$ cat config.mk
export PLATFORM = sky130hd
export DESIGN_NAME = single_float_multiplier
export DESIGN_NICKNAME = d
export VERILOG_FILES = /design/src/hw/rtl/sfm_pkg.sv /design/src/hw/rtl/single_float_multiplier.sv /design/src/hw/rtl/sfm_mul_cell.sv /design/src/hw/rtl/sfm_norm_cell.sv
export SDC_FILE = /design/constraint.sdc
export NUM_CORES = 1
export LEC_CHECK = 0
export BUFFER_PORTS_ARGS = -buffer_cell sky130_fd_sc_hd__buf_4
export CAP_MARGIN = 20
export CORE_MARGIN = 8
export CORE_UTILIZATION = 59
export DETAILED_ROUTE_END_ITERATION = 6
export PLACE_DENSITY_LB_ADDON = 0.05
export SLEW_MARGIN = 20
export SYNTH_ARGS = -nofsm -noshare
export SYNTH_HDL_FRONTEND = slang
export SYNTH_SLANG_ARGS = --single-unit
$ cat constraint.sdc
create_clock -name clk -period 7.05 [get_ports clk]
set_input_delay 1.41 -clock clk [delete_from_list [all_inputs] [get_ports clk]]
set_output_delay 1.41 -clock clk [all_outputs]
set_load 0.05 [all_outputs]
$ cat src/hw/rtl/sfm_pkg.sv
package sfm_pkg;

    localparam int FRAC_W = 23;
    localparam int EXP_W  = 8;
    localparam int MANT_W = FRAC_W + 1;
    localparam int PROD_W = 2 * MANT_W;
    localparam int EXP_BIAS = 127;
    localparam int EXP_MAX  = 254;

    typedef enum logic [1:0] {
        ST_NORMAL    = 2'd0,
        ST_ZERO      = 2'd1,
        ST_OVERFLOW  = 2'd2,
        ST_UNDERFLOW = 2'd3
    } status_t;

    // Control and operand data handed from one cell to the next.
    typedef struct packed {
        logic                  valid;
        logic                  zero;
        logic                  sign;
        logic [EXP_W+1:0]      exp_sum;
        logic [MANT_W-1:0]     mant_a;
        logic [MANT_W-1:0]     mant_b;
    } sfm_ctl_t;

endpackage

$ cat src/hw/rtl/single_float_multiplier.sv
// Truncating single-precision multiplier. An operand pair is taken in every
// clock cycle (busy is always low) and its result appears on product and
// status, marked by done for one cycle, after passing through the chain of
// cells: an operand-decode register, the registered significand multiplier
// and the normalise and range-check register. The receiver cannot stall the
// result.
module single_float_multiplier
(
    input  logic        clk,
    input  logic        rst_n,
    input  logic        start,
    output logic        busy,
    input  logic [31:0] operand_a,
    input  logic [31:0] operand_b,
    output logic        done,
    output logic [31:0] product,
    output logic [1:0]  status
);
    import sfm_pkg::*;

    sfm_ctl_t          ctl_reg;
    sfm_ctl_t          ctl_next;
    logic              m_valid;
    logic              m_zero;
    logic              m_sign;
    logic [EXP_W+1:0]  m_exp;
    logic [PROD_W-1:0] m_prod;

    assign busy = 1'b0;

    // Decode the operands into sign, exponent sum and significands.
    always_comb
    begin
        ctl_next.valid   = start;
        ctl_next.zero    = (operand_a[30:0] == '0) || (operand_b[30:0] == '0);
        ctl_next.sign    = operand_a[31] ^ operand_b[31];
        ctl_next.exp_sum = (EXP_W+2)'(operand_a[30:23]) + (EXP_W+2)'(operand_b[30:23])
                           - (EXP_W+2)'(EXP_BIAS);
        ctl_next.mant_a  = {1'b1, operand_a[FRAC_W-1:0]};
        ctl_next.mant_b  = {1'b1, operand_b[FRAC_W-1:0]};
    end

    always_ff @(posedge clk or negedge rst_n)
    begin
        if (!rst_n)
        begin
            ctl_reg <= '0;
        end
        else
        begin
            ctl_reg <= ctl_next;
        end
    end

    sfm_mul_cell u_mul
    (
        .clk       (clk),
        .rst_n     (rst_n),
        .ctl_in    (ctl_reg),
        .valid_out (m_valid),
        .zero_out  (m_zero),
        .sign_out  (m_sign),
        .exp_out   (m_exp),
        .prod_out  (m_prod)
    );

    sfm_norm_cell u_norm
    (
        .clk        (clk),
        .rst_n      (rst_n),
        .valid_in   (m_valid),
        .zero_in    (m_zero),
        .sign_in    (m_sign),
        .exp_in     (m_exp),
        .prod_in    (m_prod),
        .valid_out  (done),
        .word_out   (product),
        .status_out (status)
    );
endmodule

$ cat src/hw/rtl/sfm_mul_cell.sv
// One cell of the multiplier chain: multiplies the significands and hands the
// raw product on with the operand control data.
module sfm_mul_cell
(
    input  logic                          clk,
    input  logic                          rst_n,
    input  sfm_pkg::sfm_ctl_t             ctl_in,
    output logic                          valid_out,
    output logic                          zero_out,
    output logic                          sign_out,
    output logic [sfm_pkg::EXP_W+1:0]     exp_out,
    output logic [sfm_pkg::PROD_W-1:0]    prod_out
);
    import sfm_pkg::*;

    logic                valid_reg;
    logic                zero_reg;
    logic                sign_reg;
    logic [EXP_W+1:0]    exp_reg;
    logic [PROD_W-1:0]   prod_reg;

    // The valid flag is control state and is cleared by reset.
    always_ff @(posedge clk or negedge rst_n)
    begin
        if (!rst_n)
        begin
            valid_reg <= 1'b0;
        end
        else
        begin
            valid_reg <= ctl_in.valid;
        end
    end

    // The 24 by 24 bit significand product is registered.
    always_ff @(posedge clk)
    begin
        zero_reg <= ctl_in.zero;
        sign_reg <= ctl_in.sign;
        exp_reg  <= ctl_in.exp_sum;
        prod_reg <= PROD_W'(ctl_in.mant_a) * PROD_W'(ctl_in.mant_b);
    end

    assign valid_out = valid_reg;
    assign zero_out  = zero_reg;
    assign sign_out  = sign_reg;
    assign exp_out   = exp_reg;
    assign prod_out  = prod_reg;
endmodule

$ cat src/hw/rtl/sfm_norm_cell.sv
// Final cell: normalises, checks the exponent range and registers the result.
module sfm_norm_cell
(
    input  logic                          clk,
    input  logic                          rst_n,
    input  logic                          valid_in,
    input  logic                          zero_in,
    input  logic                          sign_in,
    input  logic [sfm_pkg::EXP_W+1:0]     exp_in,
    input  logic [sfm_pkg::PROD_W-1:0]    prod_in,
    output logic                          valid_out,
    output logic [31:0]                   word_out,
    output logic [1:0]                    status_out
);
    import sfm_pkg::*;

    logic              valid_reg;
    logic [31:0]       word_reg;
    logic [31:0]       word_next;
    logic [1:0]        status_reg;
    logic [1:0]        status_next;
    logic [EXP_W+1:0]  exp_adj;
    logic [FRAC_W-1:0] frac;

    // Normalise by one place when the top product bit is set, then range check.
    // The exponent is held as a signed ten-bit value.
    always_comb
    begin
        if (prod_in[PROD_W-1])
        begin
            frac    = prod_in[PROD_W-2 -: FRAC_W];
            exp_adj = exp_in + (EXP_W+2)'(1);
        end
        else
        begin
            frac    = prod_in[PROD_W-3 -: FRAC_W];
            exp_adj = exp_in;
        end
        word_next = '0;
        if (zero_in)
        begin
            status_next = ST_ZERO;
        end
        else if ($signed(exp_adj) < $signed((EXP_W+2)'(1)))
        begin
            status_next = ST_UNDERFLOW;
        end
        else if ($signed(exp_adj) > $signed((EXP_W+2)'(EXP_MAX)))
        begin
            status_next = ST_OVERFLOW;
        end
        else
        begin
            status_next = ST_NORMAL;
            word_next   = {sign_in, exp_adj[EXP_W-1:0], frac};
        end
    end

    always_ff @(posedge clk or negedge rst_n)
    begin
        if (!rst_n)
        begin
            valid_reg <= 1'b0;
        end
        else
        begin
            valid_reg <= valid_in;
        end
    end

    always_ff @(posedge clk)
    begin
        word_reg   <= word_next;
        status_reg <= status_next;
    end

    assign valid_out  = valid_reg;
    assign word_out   = word_reg;
    assign status_out = status_reg;
endmodule

[Word-level counts from Yosys, hierarchy flattened]
Index checks and enable logic that the tools add are counted.
Word-level totals
  input port bits: 67
  flip-flop bits (word level): 157
  memories: 0
  bits in read-only memories: 0
  output and inout port bits: 36
  latch bits: 0
  memory bits (writable): 0
  word-level logic and storage cells: 31
Operators by class
  reductions and logical operators: 5
  shift-type cells: 0
  div/mod/pow operators: 0
  bitwise operators: 1
  $add $sub $neg: 3
  equality and inequality tests: 0
  order comparisons: 2
  multiplexer cells: 4
  $mul: 1
Operator list (count)
  zero test 31 bit: 2
  multiplier 24 x 24 -> 48 bit: 1
  two-way mux 23 bit: 1
  adder 10 x 1 -> 10 bit (second input constant): 1
  > comparator 10 x 9 -> 1 bit (second input constant): 1
  less-than comparator 10 x 2 -> 1 bit (second input constant): 1
  two-way mux 10 bit: 1
  subtractor 9 x 7 -> 10 bit (second input constant): 1
  adder 8 x 8 -> 9 bit: 1
  two-way mux 2 bit: 2
  OR reduction 3 bit: 1
  OR reduction 2 bit: 1
  logical OR 1 bit: 1
  XOR 1 bit: 1

[Depth between registers and ports, before layout]
Gate-level depths: netlist of run 1.
  word-level depth: 5
  depth in mapped cells: 26
  depth with buffers taken out: 24

[By module]
A second synthesis of run 1 with hierarchy kept.
Unflattened totals
  cells, all modules: 2509
  area, all modules: 23896.7 um2
Modules (own cells, without submodules)
  sfm_mul_cell: cells each 2207, area an instance 20124.3 um2, times used 1, sequential area each 1226.2 um2
  single_float_multiplier: cells each 139, area an instance 2087.0 um2, times used 1, sequential area each 1501.4 um2
  sfm_norm_cell: cells each 163, area an instance 1685.4 um2, times used 1, sequential area each 705.7 um2

[Worst setup path after synthesis of run 1]
Ideal clock, no wire load.
  path kind: reg2reg
  start: register ctl_reg[3] in the netlist's numbering
  end: register u_mul.prod_reg[46], in the netlist u_mul.prod_out[46]
  setup time: 60 ps
  stages on the path, launching flop included: 26
  required time: 6990 ps
  path slack: 339 ps
  buffers on the path: 1
  arrival time: 6651 ps
  clock period less this slack: 6711 ps
  cells stage by stage: dfrtp_1 > clkbuf_1 > nand2_1 > fa_1 > inv_1 > fa_1 > inv_1 > fa_1 > inv_1 > fa_1 > inv_1 > fa_1 > inv_1 > fa_1 > inv_1 > fa_1 > inv_1 > ha_1 > and4_4 > nand2_2 > or4b_4 > o2111ai_2 > a21o_4 > a311oi_4 > o311ai_1 > o221a_1
Between the ends
  word-level cells in the longest chain between the ends: 1
RTL lines
  from (decl): line single_float_multiplier.sv:21  | sfm_ctl_t ctl_reg;
  from (signal assigned): line single_float_multiplier.sv:51  | ctl_reg <= ctl_next;
  multiplier 24 x 24 -> 48 bit: line sfm_mul_cell.sv:41  | prod_reg <= PROD_W'(ctl_in.mant_a) * PROD_W'(ctl_in.mant_b);
  to (signal assigned): line sfm_mul_cell.sv:41
  to (decl): line sfm_mul_cell.sv:20  | logic [PROD_W-1:0] prod_reg;
Every way passes these cells.
A chain may end at the register's enable or synchronous reset.

[Final worst setup path of run 1]
  start: register ctl_reg[41] in the netlist's numbering
  end: register u_mul.prod_reg[45], in the netlist u_mul.prod_out[45]
The elaborated chain is that of the path after synthesis.

==> results of run 1 <==
==> layout make-up <==
class                           count  share of cell area [%]
Multi-Input combinational cell   1612                   66.68
Sequential cell                   133                   11.47
Timing Repair Buffer              241                   8.674
Inverter                          573                   8.220
Tap cell                          518                   2.477
Clock buffer                       19                   1.774
Clock inverter                     13                  0.7029
==> worst max-delay path by stage <==
stage / start / end / slack (ns)
6_report: ctl_reg[41] / u_mul.prod_out[45] / 0.14
5_1_grt: ctl_reg[41] / u_mul.prod_out[34] / -0.04
4_1_cts: ctl_reg[9] / u_mul.prod_out[43] / 0.04
3_3_place_gp: ctl_reg[42] / u_mul.prod_out[46] / 0.04
3_5_place_dp: ctl_reg[8] / u_mul.prod_out[43] / -0.11
2_1_floorplan: ctl_reg[3] / u_mul.prod_out[46] / 0.34
==> kinds of logic after synthesis <==
kind of cell	count (synthesis)	synth area share [%]
muxes	23	1.009
xor gates and xnor gates	44	1.689
DFF	133	13.03
adders and majority gates	668	52.48
AOI/OAI and AO/OA	134	4.041
and+or+nand+nor	741	16.41
buffers and inverters	684	11.32
other	2	0.03291
==> cell usage in the layout, fill, tap and decap left out, types with 3 or more instances in the layout <==
master	n
a21o_1	17
a21oi_1	41
a21oi_2	4
and2_1	287
and2_4	3
and3_1	4
buf_12	28
buf_4	201
buf_6	6
bufinv_16	3
clkbuf_16	23
dfrtp_1	41
dfrtp_2	21
dfxtp_1	70
fa_1	475
fa_2	7
ha_1	181
ha_4	4
inv_1	571
inv_8	4
mux2i_1	23
nand2_1	314
nand2b_1	4
nand3_1	5
nand4_1	19
nor2_1	55
nor2b_1	5
nor3_1	7
nor4_1	18
o211ai_1	3
o21a_1	3
o21ai_0	16
o21ai_1	6
o21bai_1	10
o22ai_1	3
o31ai_1	3
xnor2_1	30
xor2_1	14
==> repair_timing <==
item                       4_1_cts  5_1_grt
hold buffers                     0        0
resized for setup               12       51
setup endpoints to repair        3       13
gates cloned                     0        5
pin swaps                        0       27
setup buffers                    0       19
hold endpoints to repair         0        0
==> worst register-to-register path, delay by kind of cell, from the launching register on <==
family	cells	cell delay (ns)
DFF	1	0.40
adders and majority gates	8	3.96
buffers and inverters	5	0.41
AOI/OAI and AO/OA	4	0.86
xor gates and xnor gates	1	0.14
and+or+nand+nor	4	1.05
==> layer usage <==
layer / track usage (%) / up-vias / wire, microns
li1: - / 7440 / -
met1: 32.66 / 8649 / 22970
met4: 11.90 / 0 / 2589
met2: 50.32 / 486 / 32380
met3: 2.906 / 129 / 2718
met5: 0 / - / 0
==> stage by stage <==
stage | TNS [ns] | instances | util (%)
4_1_cts | 0 | 3085 | 66.90
3_3_place_gp | 0 | 3053 | 65.16
6_report | 0 | 3109 | 68.18
5_1_grt | -0.1712 | 3109 | 68.18
2_1_floorplan | 0 | 2429 | -
3_5_place_dp | -0.1337 | 3053 | 65.16
==> flow_summary.json, run 1 <==
{
  "outcome": "finished, final reports clean",
  "grt_util_all_layers_pct": 27.55,
  "crit_path_max_fanout": 24,
  "crit_cells": 22,
  "hold_violations": 0,
  "netlist.top_cell.by_area": "fa_1",
  "netlist-cell-type-count": 72,
  "standard_cell_with_the_maximum_stage_delay_on_the_critical_path": "fa_1",
  "regToRegEndpoint": "u_mul.prod_out[45]",
  "synthesis.area_sq_um": 22820,
  "regToRegStartpoint": "ctl_reg[41]",
  "crit_path_max_incr_delay_ns": 0.58,
  "syn-instance-count": 2429,
  "grt_pass1_vias": 18610,
  "timing.critical_path.to_type": "flop",
  "fin_ws_ns": 0.1430,
  "final_area_sq_um": 26170,
  "setup.reg_to_reg.worst_slack_ns": 0.14,
  "crit_arrival_ns": 7.22,
  "synth_top_cells_by_area": "fa_1, ha_1, inv_1",
  "postSynthAreaPerCell_sq_um": 9.396,
  "ys_seq_area_share_pct": 13.03,
  "antenna_violations_before_repair": 2,
  "cts_num_sinks": 133,
  "crit_family": "adder cells",
  "layout-area-overhead-vs-synth_pct": 14.65,
  "dp_worst_setup_slack_ns": -0.1057,
  "clock_tree.buffer_depth": 2,
  "cts_tree": "yes",
  "floorplan.rows": 72,
  "drt_first_iter_violations": 867,
  "cts.root.buffer_cell": "clkbuf_16",
  "hold_path.class": "reg2reg",
  "ant_nets": 0,
  "viasPerCell": 5.373,
  "layout.nets": 3313,
  "hold_path.startpoint": "ctl_reg[56]",
  "route.detailed.drc": 0,
  "hold-path-endpoint": "u_mul.exp_out[8]",
  "finalMaxSlewViolations": 0,
  "grt_overflow": 0,
  "critical_path_buf_inv_count": 5,
  "floorplan_core_area_sq_um": 38380,
  "first_pass_grt_wire_length_mm": 96.40,
  "grt_start_max_net_pins": 63,
  "antenna_cells": 0,
  "detailedPlacementHpwl_mm": 48.51,
  "htree_levels": 4,
  "critPathKind": "reg2reg",
  "path_cells": "buf_12, and2_1, fa_1, fa_1, inv_1, fa_1, fa_1, inv_1, fa_1, fa_1, inv_1, fa_1, inv_2, ha_4, and4_4, nand2_2, or4b_4, o211ai_4, a41oi_2, a21oi_2, a311oi_1, xnor2_1",
  "mappedNetlistNets": 3164,
  "routabilityCongestion": 0.9414,
  "post_dp_cell_area_sq_um": 25010,
  "netlist.area_leader.share_pct": 42.28,
  "chipWidth_microns": 212.7,
  "post-route-period-util_pct": 97.97,
  "maxSlewHeadroom_pct": 31.06,
  "seq_area_sq_um": 3000,
  "floorplan.die_area_sq_um": 45230,
  "rsz0062_at_grt": "true",
  "routed_wirelength_normalized_by_instance_count_microns": 19.51,
  "max_cap_violations": 0,
  "clock_insertion_delay_worst_skew_ns": 0.43,
  "io-pin-count": 103,
  "async_reset_ff_share_pct": 46.62,
  "n_fill_cell": 3117,
  "synth_top_flop_cell": "dfxtp_1",
  "largest_reg_flops": 60,
  "fin_clk_skew_ns": 0.01421,
  "worst_path_most_repeated_cell": "fa_1",
  "ys.warnings.count": 0,
  "worst_hold_slack_ns": 0.3344,
  "drive_gt1_share_pct": 13.35,
  "required_arrival_time_at_the_worst_endpoint_ns": 7.37,
  "worst-r2r-cell-count": 22,
  "synth_enable_flop_cells": 0,
  "die-height_microns": 212.7,
  "initial_utilization_pct": 59.47,
  "multiInputGateArea_sq_um": 17450,
  "launching_element_type_of_the_critical_path": "flop",
  "synth.ff_latch_count": 133,
  "postRouteWirelength_mm": 60.66,
  "period_needed_ns": 6.907,
  "port-buffer-count": 101,
  "clk_pin_slew_worst_paths_ns": 0.06,
  "fmaxAchievable_mhz": 144.8,
  "max_slew.worst_pin.slew_ns": 1.025,
  "worst_hold_path.num_cells": 0,
  "cts-buffers-inserted": 17,
  "vias": 16700,
  "yosysMostFrequentCell": "inv_1",
  "setup-violations-final": 0,
  "drt_first_pass_iters": 6,
  "synth_top_cells_by_count": "inv_1, fa_1, nand2_1"
}
Power of run 1 is left out: the tool's default activity adds up to more than one toggle a clock period on the data nets, which glitch-free logic cannot reach.
==> run 2: changes to the inputs <==
CELL_PAD_IN_SITES_DETAIL_PLACEMENT = 0   (was unset)
CELL_PAD_IN_SITES_GLOBAL_PLACEMENT = 1   (was unset)
CORE_UTILIZATION = 46   (was 59)
==> flow_summary.json, run 2 (same netlist as run 1, synthesis figures left out) <==
{
  "outcome": "finished, final reports clean",
  "floorplan.die_area_sq_um": 57000,
  "drt_first_iter_violations": 746,
  "route.detailed.drc": 0,
  "finalSetupTns_ns": 0,
  "first_pass_grt_wire_length_mm": 99.30,
  "routabilityCongestion": 0.8374,
  "grt_pass1_vias": 18250,
  "htree_levels": 4,
  "grt_overflow": 0,
  "setup.reg_to_reg.worst_slack_ns": 0.15,
  "fmaxAchievable_mhz": 144.9,
  "critPathLaunch": "ctl_reg[9]",
  "dp_worst_setup_slack_ns": -0.05013,
  "timing.critical_path.to": "u_mul.prod_out[43]",
  "setup-violations-final": 0,
  "layout-area-overhead-vs-synth_pct": 16.88,
  "critical_path_buf_inv_count": 7,
  "clock_tree.buffer_depth": 2,
  "chipWidth_microns": 238.7,
  "cts-buffers-inserted": 17,
  "drive_gt1_share_pct": 14.67,
  "regToRegEndpoint": "u_mul.prod_out[43]",
  "floorplan.rows": 81,
  "clk_pin_slew_worst_paths_ns": 0.07,
  "die-height_microns": 238.7,
  "ant_nets": 0,
  "top_library_cells_by_usage_in_the_layout_fill_and_taps_aside": "inv_1, fa_1, nand2_1",
  "io-pin-count": 103,
  "layout.cells.most_common": "inv_1",
  "regToRegStartpoint": "ctl_reg[9]",
  "routed_wirelength_normalized_by_instance_count_microns": 19.49,
  "initial_utilization_pct": 46.62,
  "standard_cell_with_the_maximum_stage_delay_on_the_critical_path": "fa_1",
  "crit_arrival_ns": 7.25,
  "drt_first_pass_iters": 5,
  "vias": 16460,
  "hold_violations": 0,
  "post-route-period-util_pct": 97.91,
  "crit_cells": 24,
  "largest_reg_flops": 60,
  "floorplan_core_area_sq_um": 48950,
  "rsz0062_at_grt": "true",
  "crit_family": "adder cells",
  "worst_path_most_repeated_cell": "fa_1",
  "path_cells": "buf_12, and2_1, fa_1, fa_1, inv_1, fa_1, fa_1, inv_2, fa_1, fa_1, inv_1, fa_1, inv_1, ha_4, buf_4, nand2_1, o21ai_2, or4_4, a311oi_2, buf_4, nor2_1, a21o_1, or4_4, o311ai_2",
  "required_arrival_time_at_the_worst_endpoint_ns": 7.40,
  "max_slew.worst_pin.slew_ns": 1.003,
  "fin_clk_skew_ns": 0.01854,
  "grt_util_all_layers_pct": 22.55,
  "detailedPlacementHpwl_mm": 51.17,
  "clock_insertion_delay_worst_skew_ns": 0.44,
  "crit_path_max_incr_delay_ns": 0.57,
  "period_needed_ns": 6.902,
  "cts.root.buffer_cell": "clkbuf_16",
  "port-buffer-count": 101,
  "max_cap_violations": 0,
  "worst-r2r-cell-count": 24,
  "crit_path_max_fanout": 6,
  "antenna_violations_before_repair": 0,
  "cts_tree": "yes",
  "layout.nets": 3332,
  "critPathKind": "reg2reg",
  "postRouteWirelength_mm": 63.85,
  "hold_path.class": "reg2reg",
  "n_fill_cell": 4564,
  "viasPerCell": 5.023,
  "timing.critical_path.to_type": "flop",
  "cts_num_sinks": 133,
  "maxSlewHeadroom_pct": 32.49,
  "finalMaxSlewViolations": 0,
  "grt_start_max_net_pins": 63,
  "fin_ws_ns": 0.1475,
  "launching_element_type_of_the_critical_path": "flop"
}
==> run 2: changes by cell type in the layout (fill, tap and decap cells not counted), moves of 3 or more <==
cell	change
buf_4	+5
clkbuf_16	+4
buf_12	+7
ha_2	+3
a21oi_1	-3
ha_4	+3
bufinv_16	-3
inv_2	+4
ha_1	-6
inv_6	+5
inv_1	-4
==> run 2: layout make-up <==
type / instances / area (sq um) / area share (%)
antenna: 2 / 5.005 / 0.01876
clock buffer: 17 / 425.4 / 1.595
clock inverter: 15 / 155.1 / 0.5816
inverter: 573 / 2151 / 8.063
multi-input combinational: 1612 / 17530 / 65.73
sequential: 133 / 3002 / 11.25
tap: 664 / 830.8 / 3.115
timing repair buffer: 260 / 2572 / 9.644
==> run 2: worst min path at each step <==
| stage | startpoint | end | slack [ns] | cells past startpoint |
|---|---|---|---|---|
| after detailed placement | ctl_reg[56] | u_mul.exp_out[8] | 0.33 | 0 |
| after global placement | ctl_reg[57] | u_mul.exp_out[9] | 0.33 | 0 |
| after CTS | ctl_reg[52] | u_mul.exp_out[4] | 0.35 | 0 |
| after global routing | ctl_reg[59] | u_mul.zero_out | 0.36 | 0 |
| after floorplan | ctl_reg[48] | u_mul.exp_out[0] | 0.32 | 0 |
| final | ctl_reg[49] | u_mul.exp_out[1] | 0.35 | 0 |
==> run 2: worst reg2reg max path, stage by stage (launching register included) <==
cell and delay, ns:
dfrtp_2 0.50, buf_12 0.18, and2_1 0.16, fa_1 0.49
fa_1 0.51, inv_1 0.05, fa_1 0.47, fa_1 0.58
inv_2 0.04, fa_1 0.47, fa_1 0.56, inv_1 0.07
fa_1 0.47, inv_1 0.06, ha_4 0.22, buf_4 0.15
nand2_1 0.08, o21ai_2 0.08, or4_4 0.44, a311oi_2 0.28
buf_4 0.17, nor2_1 0.05, a21o_1 0.21, or4_4 0.44
o311ai_2 0.09
==> run 2: metal layers <==
metal	wire length [microns]	vias up	share of wire (%)	GRT usage [%]
met2	33880	321	53	41.63
met3	1519	101	2.4	1.360
met5	0	-	0	0
li1	-	7497	-	-
met4	2810	0	4.4	9.360
met1	25640	8536	40	27.05
==> run 2: metrics by stage <==
step | hold WS (ns) | area (sq um) | utilization, % | cells
floorplan | 0.3242 | 22820 | - | 2429
global placement | 0.3292 | 25180 | 51.45 | 3189
detailed placement | 0.3269 | 25180 | 51.45 | 3189
global route | 0.3588 | 26670 | 54.48 | 3274
CTS | 0.3508 | 25780 | 52.66 | 3221
finish | 0.3485 | 26670 | 54.49 | 3276
==> run 2: repair_timing <==
item,4_1_cts,5_1_grt
resized for setup,7,77
setup endpoints to repair,1,14
hold endpoints to repair,0,0
gates cloned,0,10
buffers inserted,0,43
hold buffers,0,0
pin swaps,0,50
Power of run 2 is left out for the same reason.
